### config.mk
export PLATFORM = sky130hd
export DESIGN_NAME = sorted_list_insert_pop_max
export DESIGN_NICKNAME = d
export VERILOG_FILES = /design/src/slipm_pkg.sv /design/src/sorted_list_insert_pop_max.sv /design/src/slipm_ram.sv
export SDC_FILE = /design/constraint.sdc
export NUM_CORES = 1
export LEC_CHECK = 0
export BUFFER_PORTS_ARGS = -buffer_cell sky130_fd_sc_hd__buf_2
export CORE_ASPECT_RATIO = 2
export CORE_MARGIN = 2
export CORE_UTILIZATION = 60
export DETAILED_ROUTE_END_ITERATION = 16
export GPL_ROUTABILITY_DRIVEN = 0
export PLACE_DENSITY = 0.77
export SYNTH_ARGS = -nofsm -noshare
export SYNTH_HDL_FRONTEND = slang
export SYNTH_SLANG_ARGS = --single-unit
### constraint.sdc
create_clock -name clk -period 6.9 [get_ports clk]
set_clock_uncertainty 0.1 [all_clocks]
set_input_delay 1.035 -clock clk [delete_from_list [all_inputs] [get_ports clk]]
set_output_delay 1.035 -clock clk [all_outputs]
set_load 0.02 [all_outputs]
### src/slipm_pkg.sv
// Shared types and constants for the sorted list insert / pop-max block.
// Used by slipm_ram and sorted_list_insert_pop_max; depends on nothing.
`timescale 1ns / 1ps

package slipm_pkg;

	localparam int ELEM_W        = 32;
	localparam int ENTRY_COUNT_W = 7;
	localparam int STATUS_W      = 2;

	// operation selector carried on the input tuser
	localparam logic OP_INSERT = 1'b0;
	localparam logic OP_DELETE = 1'b1;

	// status codes of a result word
	localparam logic [STATUS_W-1:0] ST_OK    = 2'd0;
	localparam logic [STATUS_W-1:0] ST_EMPTY = 2'd1;
	localparam logic [STATUS_W-1:0] ST_FULL  = 2'd2;

	typedef logic signed [ELEM_W-1:0] elem_t;

	// sequencer states
	typedef enum logic [2:0] {
		S_IDLE,
		S_INS_RD,
		S_INS_CMP,
		S_EMIT_RD,
		S_EMIT_OUT,
		S_RESP
	} state_t;

endpackage

### src/sorted_list_insert_pop_max.sv
// Sorted list with ordered insert and pop-max, streamed list dump after each word.
// Top level; uses slipm_pkg and slipm_ram.
`timescale 1ns / 1ps

// Keeps up to DEPTH signed 32-bit values in ascending order in a one-read,
// one-write memory. An insert (tuser 0) walks down from the top of the list,
// moving each larger entry up one place with a single shared signed compare,
// and drops the value in behind the last entry that is less than or equal to
// it. A delete (tuser 1) drops the largest value. After every word the whole
// list is streamed out, smallest first, one word per cycle while the output
// is not stalled, with tlast on the final word; an empty list, a delete on an
// empty list and an insert into a full list each give one word with
// has_element low and the matching status. Insert and delete times are set
// by the single memory port and the one compare unit. The input is ready only
// while the sequencer is idle; the output register lets the next word be
// taken while the last result still waits.
module sorted_list_insert_pop_max #(
	parameter int DEPTH = 16
) (
	input  logic        clk,
	input  logic        arst_n,
	// input: tdata [31:0] value
	input  logic        s_tvalid,
	output logic        s_tready,
	input  logic [31:0] s_tdata,
	// input: tuser [0] operation
	input  logic [0:0]  s_tuser,
	// result: tdata [31:0] element, [38:32] entry_count, [39] zero
	output logic        m_tvalid,
	input  logic        m_tready,
	output logic [39:0] m_tdata,
	// result: tuser [0] has_element, [2:1] status
	output logic [2:0]  m_tuser,
	output logic        m_tlast
);
	import slipm_pkg::*;

	localparam int AW = (DEPTH > 1) ? $clog2(DEPTH) : 1;
	localparam int CW = $clog2(DEPTH + 1);

	state_t state_q, state_d;

	logic [CW-1:0]       count_q;
	logic [CW-1:0]       idx_q;
	logic [CW-1:0]       eidx_q;
	elem_t               val_q;
	logic [STATUS_W-1:0] status_q;

	// memory port signals
	logic          we, re;
	logic [AW-1:0] waddr, raddr;
	elem_t         wdata, rdata;

	// output register
	logic                     m_valid_q;
	elem_t                    out_elem_q;
	logic                     out_has_q;
	logic [ENTRY_COUNT_W-1:0] out_count_q;
	logic [STATUS_W-1:0]      out_status_q;
	logic                     out_last_q;

	// output load request
	logic                out_load;
	elem_t               out_elem;
	logic                out_has;
	logic [STATUS_W-1:0] out_status;
	logic                out_last;

	// shared helpers
	logic          accept;
	logic          slot_free;
	logic          rd_gt;
	logic          emit_last;
	logic [CW-1:0] idx_m1, idx_m2, eidx_p1, count_m1;

	slipm_ram #(
		.DEPTH(DEPTH),
		.AW   (AW)
	) u_ram (
		.clk  (clk),
		.we   (we),
		.waddr(waddr),
		.wdata(wdata),
		.re   (re),
		.raddr(raddr),
		.rdata(rdata)
	);

	// helpers: one signed compare unit, index arithmetic
	always_comb begin
		accept    = s_tvalid && s_tready;
		slot_free = !m_valid_q || m_tready;
		rd_gt     = rdata > val_q;
		idx_m1    = idx_q - CW'(1);
		idx_m2    = idx_q - CW'(2);
		eidx_p1   = eidx_q + CW'(1);
		count_m1  = count_q - CW'(1);
		emit_last = (eidx_p1 == count_q);
	end

	assign s_tready = (state_q == S_IDLE);

	// next state
	always_comb begin
		state_d = state_q;
		case (state_q)
			S_IDLE: begin
				if (accept) begin
					if (s_tuser[0] == OP_DELETE) begin
						if (count_q == '0 || count_m1 == '0) begin
							state_d = S_RESP;
						end else begin
							state_d = S_EMIT_RD;
						end
					end else if (count_q == CW'(DEPTH)) begin
						state_d = S_RESP;
					end else begin
						state_d = S_INS_RD;
					end
				end
			end
			S_INS_RD: begin
				if (idx_q == '0) begin
					state_d = S_EMIT_RD;
				end else begin
					state_d = S_INS_CMP;
				end
			end
			S_INS_CMP: begin
				if (!rd_gt) begin
					state_d = S_EMIT_RD;
				end else if (idx_m1 == '0) begin
					state_d = S_INS_RD;
				end
			end
			S_EMIT_RD: begin
				state_d = S_EMIT_OUT;
			end
			S_EMIT_OUT: begin
				if (slot_free && emit_last) begin
					state_d = S_IDLE;
				end
			end
			S_RESP: begin
				if (slot_free) begin
					state_d = S_IDLE;
				end
			end
			default: begin
				state_d = S_IDLE;
			end
		endcase
	end

	// memory port and output load control
	always_comb begin
		we         = 1'b0;
		waddr      = idx_q[AW-1:0];
		wdata      = val_q;
		re         = 1'b0;
		raddr      = idx_m1[AW-1:0];
		out_load   = 1'b0;
		out_elem   = '0;
		out_has    = 1'b0;
		out_status = ST_OK;
		out_last   = 1'b1;
		case (state_q)
			S_INS_RD: begin
				if (idx_q == '0) begin
					we = 1'b1;
				end else begin
					re = 1'b1;
				end
			end
			S_INS_CMP: begin
				// move the larger entry up, or place the new value
				we = 1'b1;
				if (rd_gt) begin
					wdata = rdata;
					if (idx_m1 != '0) begin
						re    = 1'b1;
						raddr = idx_m2[AW-1:0];
					end
				end
			end
			S_EMIT_RD: begin
				re    = 1'b1;
				raddr = eidx_q[AW-1:0];
			end
			S_EMIT_OUT: begin
				if (slot_free) begin
					out_load = 1'b1;
					out_elem = rdata;
					out_has  = 1'b1;
					out_last = emit_last;
					if (!emit_last) begin
						re    = 1'b1;
						raddr = eidx_p1[AW-1:0];
					end
				end
			end
			S_RESP: begin
				if (slot_free) begin
					out_load   = 1'b1;
					out_status = status_q;
				end
			end
			default: begin
				we = 1'b0;
			end
		endcase
	end

	// state register
	always_ff @(posedge clk or negedge arst_n) begin
		if (!arst_n) begin
			state_q <= S_IDLE;
		end else begin
			state_q <= state_d;
		end
	end

	// list count and working indexes
	always_ff @(posedge clk or negedge arst_n) begin
		if (!arst_n) begin
			count_q  <= '0;
			idx_q    <= '0;
			eidx_q   <= '0;
			status_q <= ST_OK;
		end else begin
			case (state_q)
				S_IDLE: begin
					eidx_q <= '0;
					if (accept) begin
						if (s_tuser[0] == OP_DELETE) begin
							if (count_q == '0) begin
								status_q <= ST_EMPTY;
							end else begin
								status_q <= ST_OK;
								count_q  <= count_m1;
							end
						end else if (count_q == CW'(DEPTH)) begin
							status_q <= ST_FULL;
						end else begin
							status_q <= ST_OK;
							idx_q    <= count_q;
							count_q  <= count_q + CW'(1);
						end
					end
				end
				S_INS_CMP: begin
					if (rd_gt) begin
						idx_q <= idx_m1;
					end
				end
				S_EMIT_OUT: begin
					if (slot_free && !emit_last) begin
						eidx_q <= eidx_p1;
					end
				end
				default: begin
					idx_q <= idx_q;
				end
			endcase
		end
	end

	// value of the word being inserted
	always_ff @(posedge clk) begin
		if (accept) begin
			val_q <= elem_t'(s_tdata);
		end
	end

	// output valid
	always_ff @(posedge clk or negedge arst_n) begin
		if (!arst_n) begin
			m_valid_q <= 1'b0;
		end else if (out_load) begin
			m_valid_q <= 1'b1;
		end else if (m_tready) begin
			m_valid_q <= 1'b0;
		end
	end

	// output payload
	always_ff @(posedge clk) begin
		if (out_load) begin
			out_elem_q   <= out_elem;
			out_has_q    <= out_has;
			out_count_q  <= ENTRY_COUNT_W'(count_q);
			out_status_q <= out_status;
			out_last_q   <= out_last;
		end
	end

	assign m_tvalid = m_valid_q;
	assign m_tdata  = {1'b0, out_count_q, out_elem_q};
	assign m_tuser  = {out_status_q, out_has_q};
	assign m_tlast  = out_last_q;

endmodule

### src/slipm_ram.sv
// Single write port, single read port storage for the sorted list.
// Read data is registered and holds while no read is issued. Uses slipm_pkg.
`timescale 1ns / 1ps

module slipm_ram #(
	parameter int DEPTH = 16,
	parameter int AW    = 4
) (
	input  logic                   clk,
	input  logic                   we,
	input  logic [AW-1:0]          waddr,
	input  slipm_pkg::elem_t       wdata,
	input  logic                   re,
	input  logic [AW-1:0]          raddr,
	output slipm_pkg::elem_t       rdata
);
	import slipm_pkg::*;

	elem_t mem_q [DEPTH];
	elem_t rdata_q;

	// write port
	always_ff @(posedge clk) begin
		if (we) begin
			mem_q[waddr] <= wdata;
		end
	end

	// registered read port
	always_ff @(posedge clk) begin
		if (re) begin
			rdata_q <= mem_q[raddr];
		end
	end

	assign rdata = rdata_q;

endmodule
# Word level (Yosys, flattened, before mapping)
# Memory sizes are Yosys's and may differ from the RTL's. A register that Yosys moved wholly into a read port is not among the register bits.
# Index checks and enable logic that the tools add are counted.
op_classes:
  n_addsub: 5
  magnitude_cmp: 1
  n_eq_ne: 17
  mux: 44
  n_reduce_logical: 24
op_table:
  columns: ["operator", "n"]
  rows:
  - ["2-to-1 mux 32 bit", 2]
  - ["2-to-1 mux 5 bit", 8]
  - ["greater-than comparator 32 bit", 1]
  - ["2-to-1 mux 3 bit", 8]
  - ["zero test 5 bit", 4]
  - ["one-hot mux 5 bit (2 select lines)", 2]
  - ["one-hot mux 3 bit (6 select lines)", 1]
  - ["2-to-1 mux 4 bit", 4]
  - ["inequality test 2 bit, second input constant", 8]
  - ["2-to-1 mux 1 bit", 14]
  - ["one-hot mux 4 bit (3 select lines)", 1]
  - ["adder 5 x 1 -> 5 bit, second input constant", 2]
  - ["subtractor 5 x 1 -> 5 bit, second input constant", 2]
  - ["AND reduction 2 bit", 4]
  - ["AND reduction 4 bit", 2]
  - ["== test 3 x 2 -> 1 bit, second input constant", 2]
  - ["== test 3 bit, second input constant", 2]
  - ["nonzero test 2 bit", 3]
  - ["== test 5 bit", 1]
  - ["== test 5 bit, second input constant", 1]
  - ["AND reduction 5 bit", 1]
  - ["nonzero test 5 bit", 1]
  - ["2-to-1 mux 2 bit", 2]
  - ["one-hot mux 1 bit (4 select lines)", 1]
  - ["10 further kinds", 14]
totals:
  register_bits: 94
  ramBits: 512
  in_bits: 37
  output_inout_bits: 46
  word_cells: 104
  mem_count: 1
mem_list:
  columns: ["memory", "depth", "word_bits", "rd", "rd_ports_with_merged_regs", "wr", "line", "rtl"]
  rows:
  - ["u_ram.mem_q", 16, 32, 1, 1, 1, "slipm_ram.sv:19", "elem_t mem_q [DEPTH];"]

# Depth between registers and ports, before layout
# Gate-level depths: netlist (run 1).
depth:
  word_depth: 7
  depth_mapped: 16
  depth_no_buf: 12

# Cells and area by module
# From an unflattened synthesis (run 1), not the netlist that was laid out.
unflattened:
  cells_unflattened: 1314
  hier_area_um2: 25502.0
by_module_without_submodules:
  columns: ["mod", "instances", "cells_per_inst", "area_per_inst_um2", "seq_area_each_um2"]
  rows:
  - ["slipm_ram", 1, 838, 20155.6, 16335.7]
  - ["sorted_list_insert_pop_max", 1, 476, 5346.4, 2717.6]

# Worst setup path before layout (run 1)
# Ideal clock, no wire load.
synth_timing:
  kind: "register to register"
  start: "reg u_ram.rdata_q[14], in the netlist u_ram.rdata[14], read port of u_ram.mem_q"
  end: "reg u_ram.rdata_q[0], in the netlist u_ram.rdata[0], read port of u_ram.mem_q, enable pin"
  setup_time_ns: 0.436
  arrival_time_ns: 3.556
  required_ns: 6.364
  path_slack_ns: 2.808
  path_stages_with_launch: 10
  n_path_buf: 1
  synth_period_minus_slack_ns: 4.092
  cell_sequence: "edfxtp_1 ha_1 nand4_1 nor3_1 a21boi_1 o41a_1 o31ai_4 or2_2 clkbuf_1 o221ai_1"
synth_between:
  elab_chain_cells: 3
  elab_cells_between_ends: 5
  classes_between: "1 x order compare; 4 x mux"
synth_rtl:
  columns: ["element", "line", "rtl"]
  rows:
  - ["start: declaration", "slipm_ram.sv:20", "elem_t rdata_q;"]
  - ["greater-than comparator 32 bit", "sorted_list_insert_pop_max.sv:93", "rd_gt = rdata > val_q;"]
  - ["2-to-1 mux 1 bit", "sorted_list_insert_pop_max.sv:178", "if (rd_gt) begin"]
  - ["one-hot mux 1 bit (4 select lines)", "sorted_list_insert_pop_max.sv:167", "case (state_q)"]
  - ["via re", "sorted_list_insert_pop_max.sv:50", "logic we, re;"]
# The timed path passes the listed nets, and every way through them passes these cells.
# A chain may end at the register's enable or synchronous reset.

# Worst setup path after layout (run 1)
layout_timing:
  start: "reg u_ram.rdata_q[19], in the netlist u_ram.rdata[19], read port of u_ram.mem_q"
  end: "reg u_ram.rdata_q[25], in the netlist u_ram.rdata[25], read port of u_ram.mem_q (data pin)"
layout_between:
  elab_chain_cells: 3
  elab_cells_between_ends: 5
  classes_between: "1 x order compare; 4 x mux"
layout_rtl:
  columns: ["element", "line"]
  rows:
  - ["greater-than comparator 32 bit (*)", "sorted_list_insert_pop_max.sv:93"]
  - ["2-to-1 mux 1 bit or 2-to-1 mux 4 bit (tied branches)", "sorted_list_insert_pop_max.sv:178"]
  - ["one-hot mux 1 bit (4 select lines) or one-hot mux 4 bit (3 select lines) (tied branches)", "sorted_list_insert_pop_max.sv:167"]
# Mark *: on every way between the ends. The rest lies on a longest branch, timed or not.

==> results.md, run 1 <==
- Slew Limit Fails: 0
- Largest net degree at the start of global routing: 90
- Post-synth top area cell: edfxtp_1
- Layout Cells excl Fill: 2573
- Num CTS Buffers: 52
- Synth area leaders: edfxtp_1 (69%), a311o_1 (4.8%), nand2_1 (4.5%)
- Area of the multi-input gates: 7090 sq um
- GR peak layer: met2
- R2R depth: 13
- Die Ht: 303 um
- CP Launch Type: flop
- Post-synth top flop: edfxtp_1
- Fill cells: 2953
- First-pass GRT wire length: 104 mm
- Vias/cell: 6.84
- Share of cells above drive strength 1: 13.7%
- Critical path capture point type: flop
- Post-synth top cells: edfxtp_1 (617), nand2_1 (319), and2_1 (131)
- Routed WL: 70.5 mm
- Yosys warnings: 0
- Antenna violation net count after detailed routing: 0
- Gr usage total: 29.9%
- Final period utilization: 76.5%
- Clk buf depth: 3
- Core Area: 44200 sq um
- Placed cells: 2481
- Post-synth cell types: 63
- Clk sink count: 638
- Mapped cell area: 26800 sq um
- Sequential cell area fraction in the yosys report: 71.1%
- CTS Root Cell: clkbuf_16
- H-tree Lvls: 2
- First DRT Iteration DRCs: 2218
- Crit path kind: flop to flop
- Vias in the first global route: 17700
- Clk Latency, worst-skew pair: 0.60 ns
- Hold Vio Cnt, Final: 0
- Grt ovf: 0
- Post-synth EDFFs: 617
- Antenna violations before repair: 0
- Hold Buf Count CTS: 0
- CP required: 7.25 ns
- End of the worst register-to-register path: u_ram.rdata[25]
- GR Util met3: 4.09%
- Setup Buffers After CTS: 0
- Ports: 83
- Nets: 2061
- Worst rel slew slack: 22.0%
- Max Cap Viol: 0
- Achievable Freq: 190 MHz
- Clk slew on worst S/H paths: 0.07 ns
- Synth top area share: 69.1%
- Yosys reg bits: 638
- Actual slew at the worst max-slew pin: 1.16 ns
- Row count: 109
- Area growth, synth to finish: 11.8%
- Count leader, synth: edfxtp_1
- Post-DR wirelength/cell: 27.4 um
- DP HPWL: 38.7 mm
- RSZ-0062 raised after global routing: false
- Status: finished, final reports clean
- Via count: 17600
- Worst r2r src: u_ram.rdata[19]
- Die area: 46500 sq um
- CTS tree: done
- # DRC: 0
- Met1 usage: 35.9%
- First-pass DRT Iterations: 5
- Final setup viols: 0
- Flip-flop and latch area: 19100 sq um
- Number of buffers added on ports: 79
- Die width: 153 um
- Met2 usage: 52.3%
- Async S/R FF share, synth: 3.29%
- CTS resizes: 0
- Critical path arrival: 5.63 ns
- Synth Area per Inst: 14.0 sq um
- Worst Path Max Fanout: 54
- R2R Setup Slk: 1.62 ns
- Worst hold path type: primary input to async pin
- Post-Route Utilization: 67.8%
- Post-synthesis cell count: 1911
- Initial Utilization: 60.7%
- Minimum clock period: 5.28 ns
- Diodes inserted: 0
- Setup_tns: 0 ns
## cell usage in the layout (no fill, tap or decap), drive strengths merged, types with 3 or more instances in the layout
master / count
nor2: 37
o31ai: 3
nand2b: 5
and2: 131
nor3: 10
xnor2: 10
clkinvlp: 4
edfxtp: 617
o21a: 4
nor4: 4
conb: 3
a311o: 128
buf: 155
nor2b: 3
a221oi: 97
nand2: 319
bufinv: 11
a31oi: 35
ha: 44
clkbuf: 55
and3: 4
o21ai: 56
a21oi: 31
clkinv: 23
a211oi: 34
inv: 76
o41a: 3
nand4: 41
nand3: 11
o22ai: 5
dfrtp: 21
xor2: 6
## metrics by stage
| stage | instance area (sq um) | setup WS, ns | hold WS (ns) |
|---|---|---|---|
| floorplan | 26800 | 2.81 | 0.320 |
| global placement | 28200 | 1.70 | 0.382 |
| detailed placement | 28200 | 1.66 | 0.384 |
| CTS | 30000 | 1.68 | 0.307 |
| global route | 30000 | 1.43 | 0.333 |
| finish | 30000 | 1.62 | 0.321 |
## metal layers
layer / vias up / share of wire (%)
met2: 1092 / 51
met5: - / 0
met4: 0 / 5.9
met3: 247 / 8.6
li1: 7496 / -
met1: 8771 / 34
## final cells by class
type,count,area share (%)
clock buffer,55,4.45
tap,555,2.32
multi-input combinational,1056,23.6
inverter,77,0.964
sequential,638,63.6
clock inverter,37,1.54
timing repair buffer,155,3.51
## flip-flops by register name, indices dropped and copies added (netlist names)
signal        count
val_q            32
out_elem_q       32
u_ram.rdata      32
state_q           3
m_tlast           1
out_has_q         1
out_count_q       5
count_q           5
idx_q             5
eidx_q            5
status_q          2
u_ram.mem_q     512
m_tvalid          1
out_status_q      2
## worst max-delay path: stages (launching register included)
cell      delay [ns]
edfxtp_1        0.43
ha_1            0.35
nand2_1         0.06
o21ai_0         0.58
a211oi_1        0.19
and2_1          0.24
o31ai_4         0.52
or4_1           0.54
buf_4           0.39
and2_4          0.65
buf_12          0.39
a221oi_1        0.15
a311o_1         0.38
nand4_1         0.11
## worst max-delay path by stage
stage | start | endpoint | slack, ns | depth (start not counted)
after floorplan | u_ram.rdata[14] | u_ram.rdata[0] | 2.81 | 9
after global placement | m_tready | u_ram.rdata[27] | 1.70 | 15
after detailed placement | m_tready | u_ram.rdata[27] | 1.66 | 15
after CTS | u_ram.rdata[17] | u_ram.rdata[25] | 1.68 | 13
after global routing | u_ram.rdata[17] | u_ram.rdata[18] | 1.43 | 13
final | u_ram.rdata[19] | u_ram.rdata[25] | 1.62 | 13
## logic make-up after synthesis
logic type                 count (synthesis)  share of synthesized area, %
and+or+nand+nor                          576                          10.1
adders and majority gates                 44                          2.05
buffers and inverters                    219                          3.39
xor gates and xnor gates                  17                         0.611
AOI/OAI and AO/OA                        415                          12.7
muxes                                      1                        0.0420
DFF                                      638                          71.1
other                                      1                        0.0140
Power of run 1 is not shown: default switching activity piles up to over one toggle a cycle in this logic, so the estimate is an artifact.
==> run 2: changes to the inputs <==
Settings changed: CORE_UTILIZATION 60 to 56, PLACE_DENSITY 0.77 to 0.76.
Clock period 6.9 ns to 4.55 ns, I/O delays scaled along.
==> results.md, run 2 (same netlist as run 1, synthesis figures left out) <==
- Worst Path Max Fanout: 33
- Ports: 83
- Share of cells above drive strength 1: 15.4%
- Area growth, synth to finish: 13.7%
- R2R Setup Slk: 0.14 ns
- Critical path capture point type: flop
- Grt ovf: 0
- Status: finished, final reports clean
- Placed cells: 2585
- Row count: 113
- Worst hold path type: primary input to flop
- Final setup viols: 0
- Largest net degree at the start of global routing: 57
- # DRC: 0
- Commonest non-fill, non-tap cell in the layout: edfxtp_1
- DP HPWL: 41.2 mm
- Achievable Freq: 227 MHz
- Minimum clock period: 4.41 ns
- Nets: 2092
- Actual slew at the worst max-slew pin: 0.977 ns
- Antenna violation net count after detailed routing: 0
- Clk Latency, worst-skew pair: 0.61 ns
- Worst r2r src: val_q[22]
- First DRT Iteration DRCs: 2130
- Max reg flops: 512
- Die Ht: 313 um
- Initial Utilization: 56.6%
- Worst rel slew slack: 34.4%
- Setup_tns: 0 ns
- Most flop-heavy register: u_ram.mem_q
- CTS Root Cell: clkbuf_16
- Routed WL: 71.7 mm
- CP Capture Point: u_ram.rdata[14]
- Hold wc startpoint: s_tdata[17]
- Layout Cells excl Fill: 2687
- Die area: 49700 sq um
- Hold Vio Cnt, Final: 0
- Slew Limit Fails: 0
- Number of buffers added on ports: 79
- Max Cap Viol: 0
- Vias in the first global route: 17700
- CP required: 4.78 ns
- Final period utilization: 97.0%
- H-tree Lvls: 2
- Vias/cell: 6.60
- Die width: 159 um
- Clk sink count: 638
- Via count: 17700
- Crit path kind: flop to flop
- CTS tree: done
- Post-DR wirelength/cell: 26.7 um
- Antenna violations before repair: 1
- Clk slew on worst S/H paths: 0.07 ns
- Placed cell area: 28600 sq um
- End of the worst register-to-register path: u_ram.rdata[14]
- R2R depth: 15
- Num CTS Buffers: 52
- Most frequent cells in the layout: edfxtp_1 (617), nand2_1 (319), and2_1 (130)
- Critical Path Source: val_q[22]
- Core Area: 47400 sq um
- Gr usage total: 28.9%
- CP Launch Type: flop
- First-pass DRT Iterations: 6
- Critical path arrival: 4.64 ns
- Clk buf depth: 3
- Design Area, Final: 30500 sq um
- First-pass GRT wire length: 105 mm
==> run 2: how the worst min path moves through the flow <==
stage / endpoint / slack (ns) / cells past startpoint
floorplan: count_q[0] / 0.29 / 0
global placement: status_q[1] / 0.36 / 2
detailed placement: status_q[1] / 0.38 / 2
CTS: val_q[17] / 0.13 / 1
global route: val_q[17] / 0.13 / 1
finish: val_q[17] / 0.15 / 1
==> run 2: area by class of cell <==
class,instances,area [sq um]
multi-input cells,1056,7120
clock inverters,33,359
flip-flops and latches,638,19100
inverters,77,289
fillers,3251,16900
well taps,632,791
clock buffers,64,1420
diodes,1,2.50
repair buffers,186,1430
==> run 2: through the flow <==
step                worst slack (ns)  hold WS [ns]  util, %
finish                         0.137         0.147     64.3
floorplan                      0.458         0.287        -
CTS                           0.0443         0.126     64.2
detailed placement            -0.103         0.377     60.4
global placement              0.0670         0.356     60.4
global route                -0.00187         0.135     64.3
==> run 2: critical path, stage by stage, from the launching register on <==
cell and delay, ns:
edfxtp_1 0.37, inv_1 0.18, ha_1 0.30, nand4_1 0.28
nor3_1 0.11, a211oi_1 0.35, and2_1 0.29, o31ai_4 0.11
buf_12 0.16, o311ai_0 0.40, buf_4 0.20, nand3_4 0.20
buf_4 0.33, a221oi_1 0.42, a311o_1 0.19, nand4_1 0.12
==> run 2: what timing repair did <==
| action | CTS | global route |
|---|---|---|
| hold buffers | 1 | 0 |
| resized for setup | 2 | 3 |
| pin swaps | 1 | 2 |
| setup buffers | 1 | 2 |
| endpoints found under the setup margin | 8 | 15 |
| hold endpoints to repair | 21 | 0 |
==> run 2: per-layer routing <==
metal	share of wire (%)	vias up	global-route usage, %
li1	-	7565	-
met3	8.8	302	4.27
met2	51	1141	49.8
met5	0	-	0
met4	6.9	0	18.0
met1	33	8715	33.5
Power of run 2 is left out for the same reason.
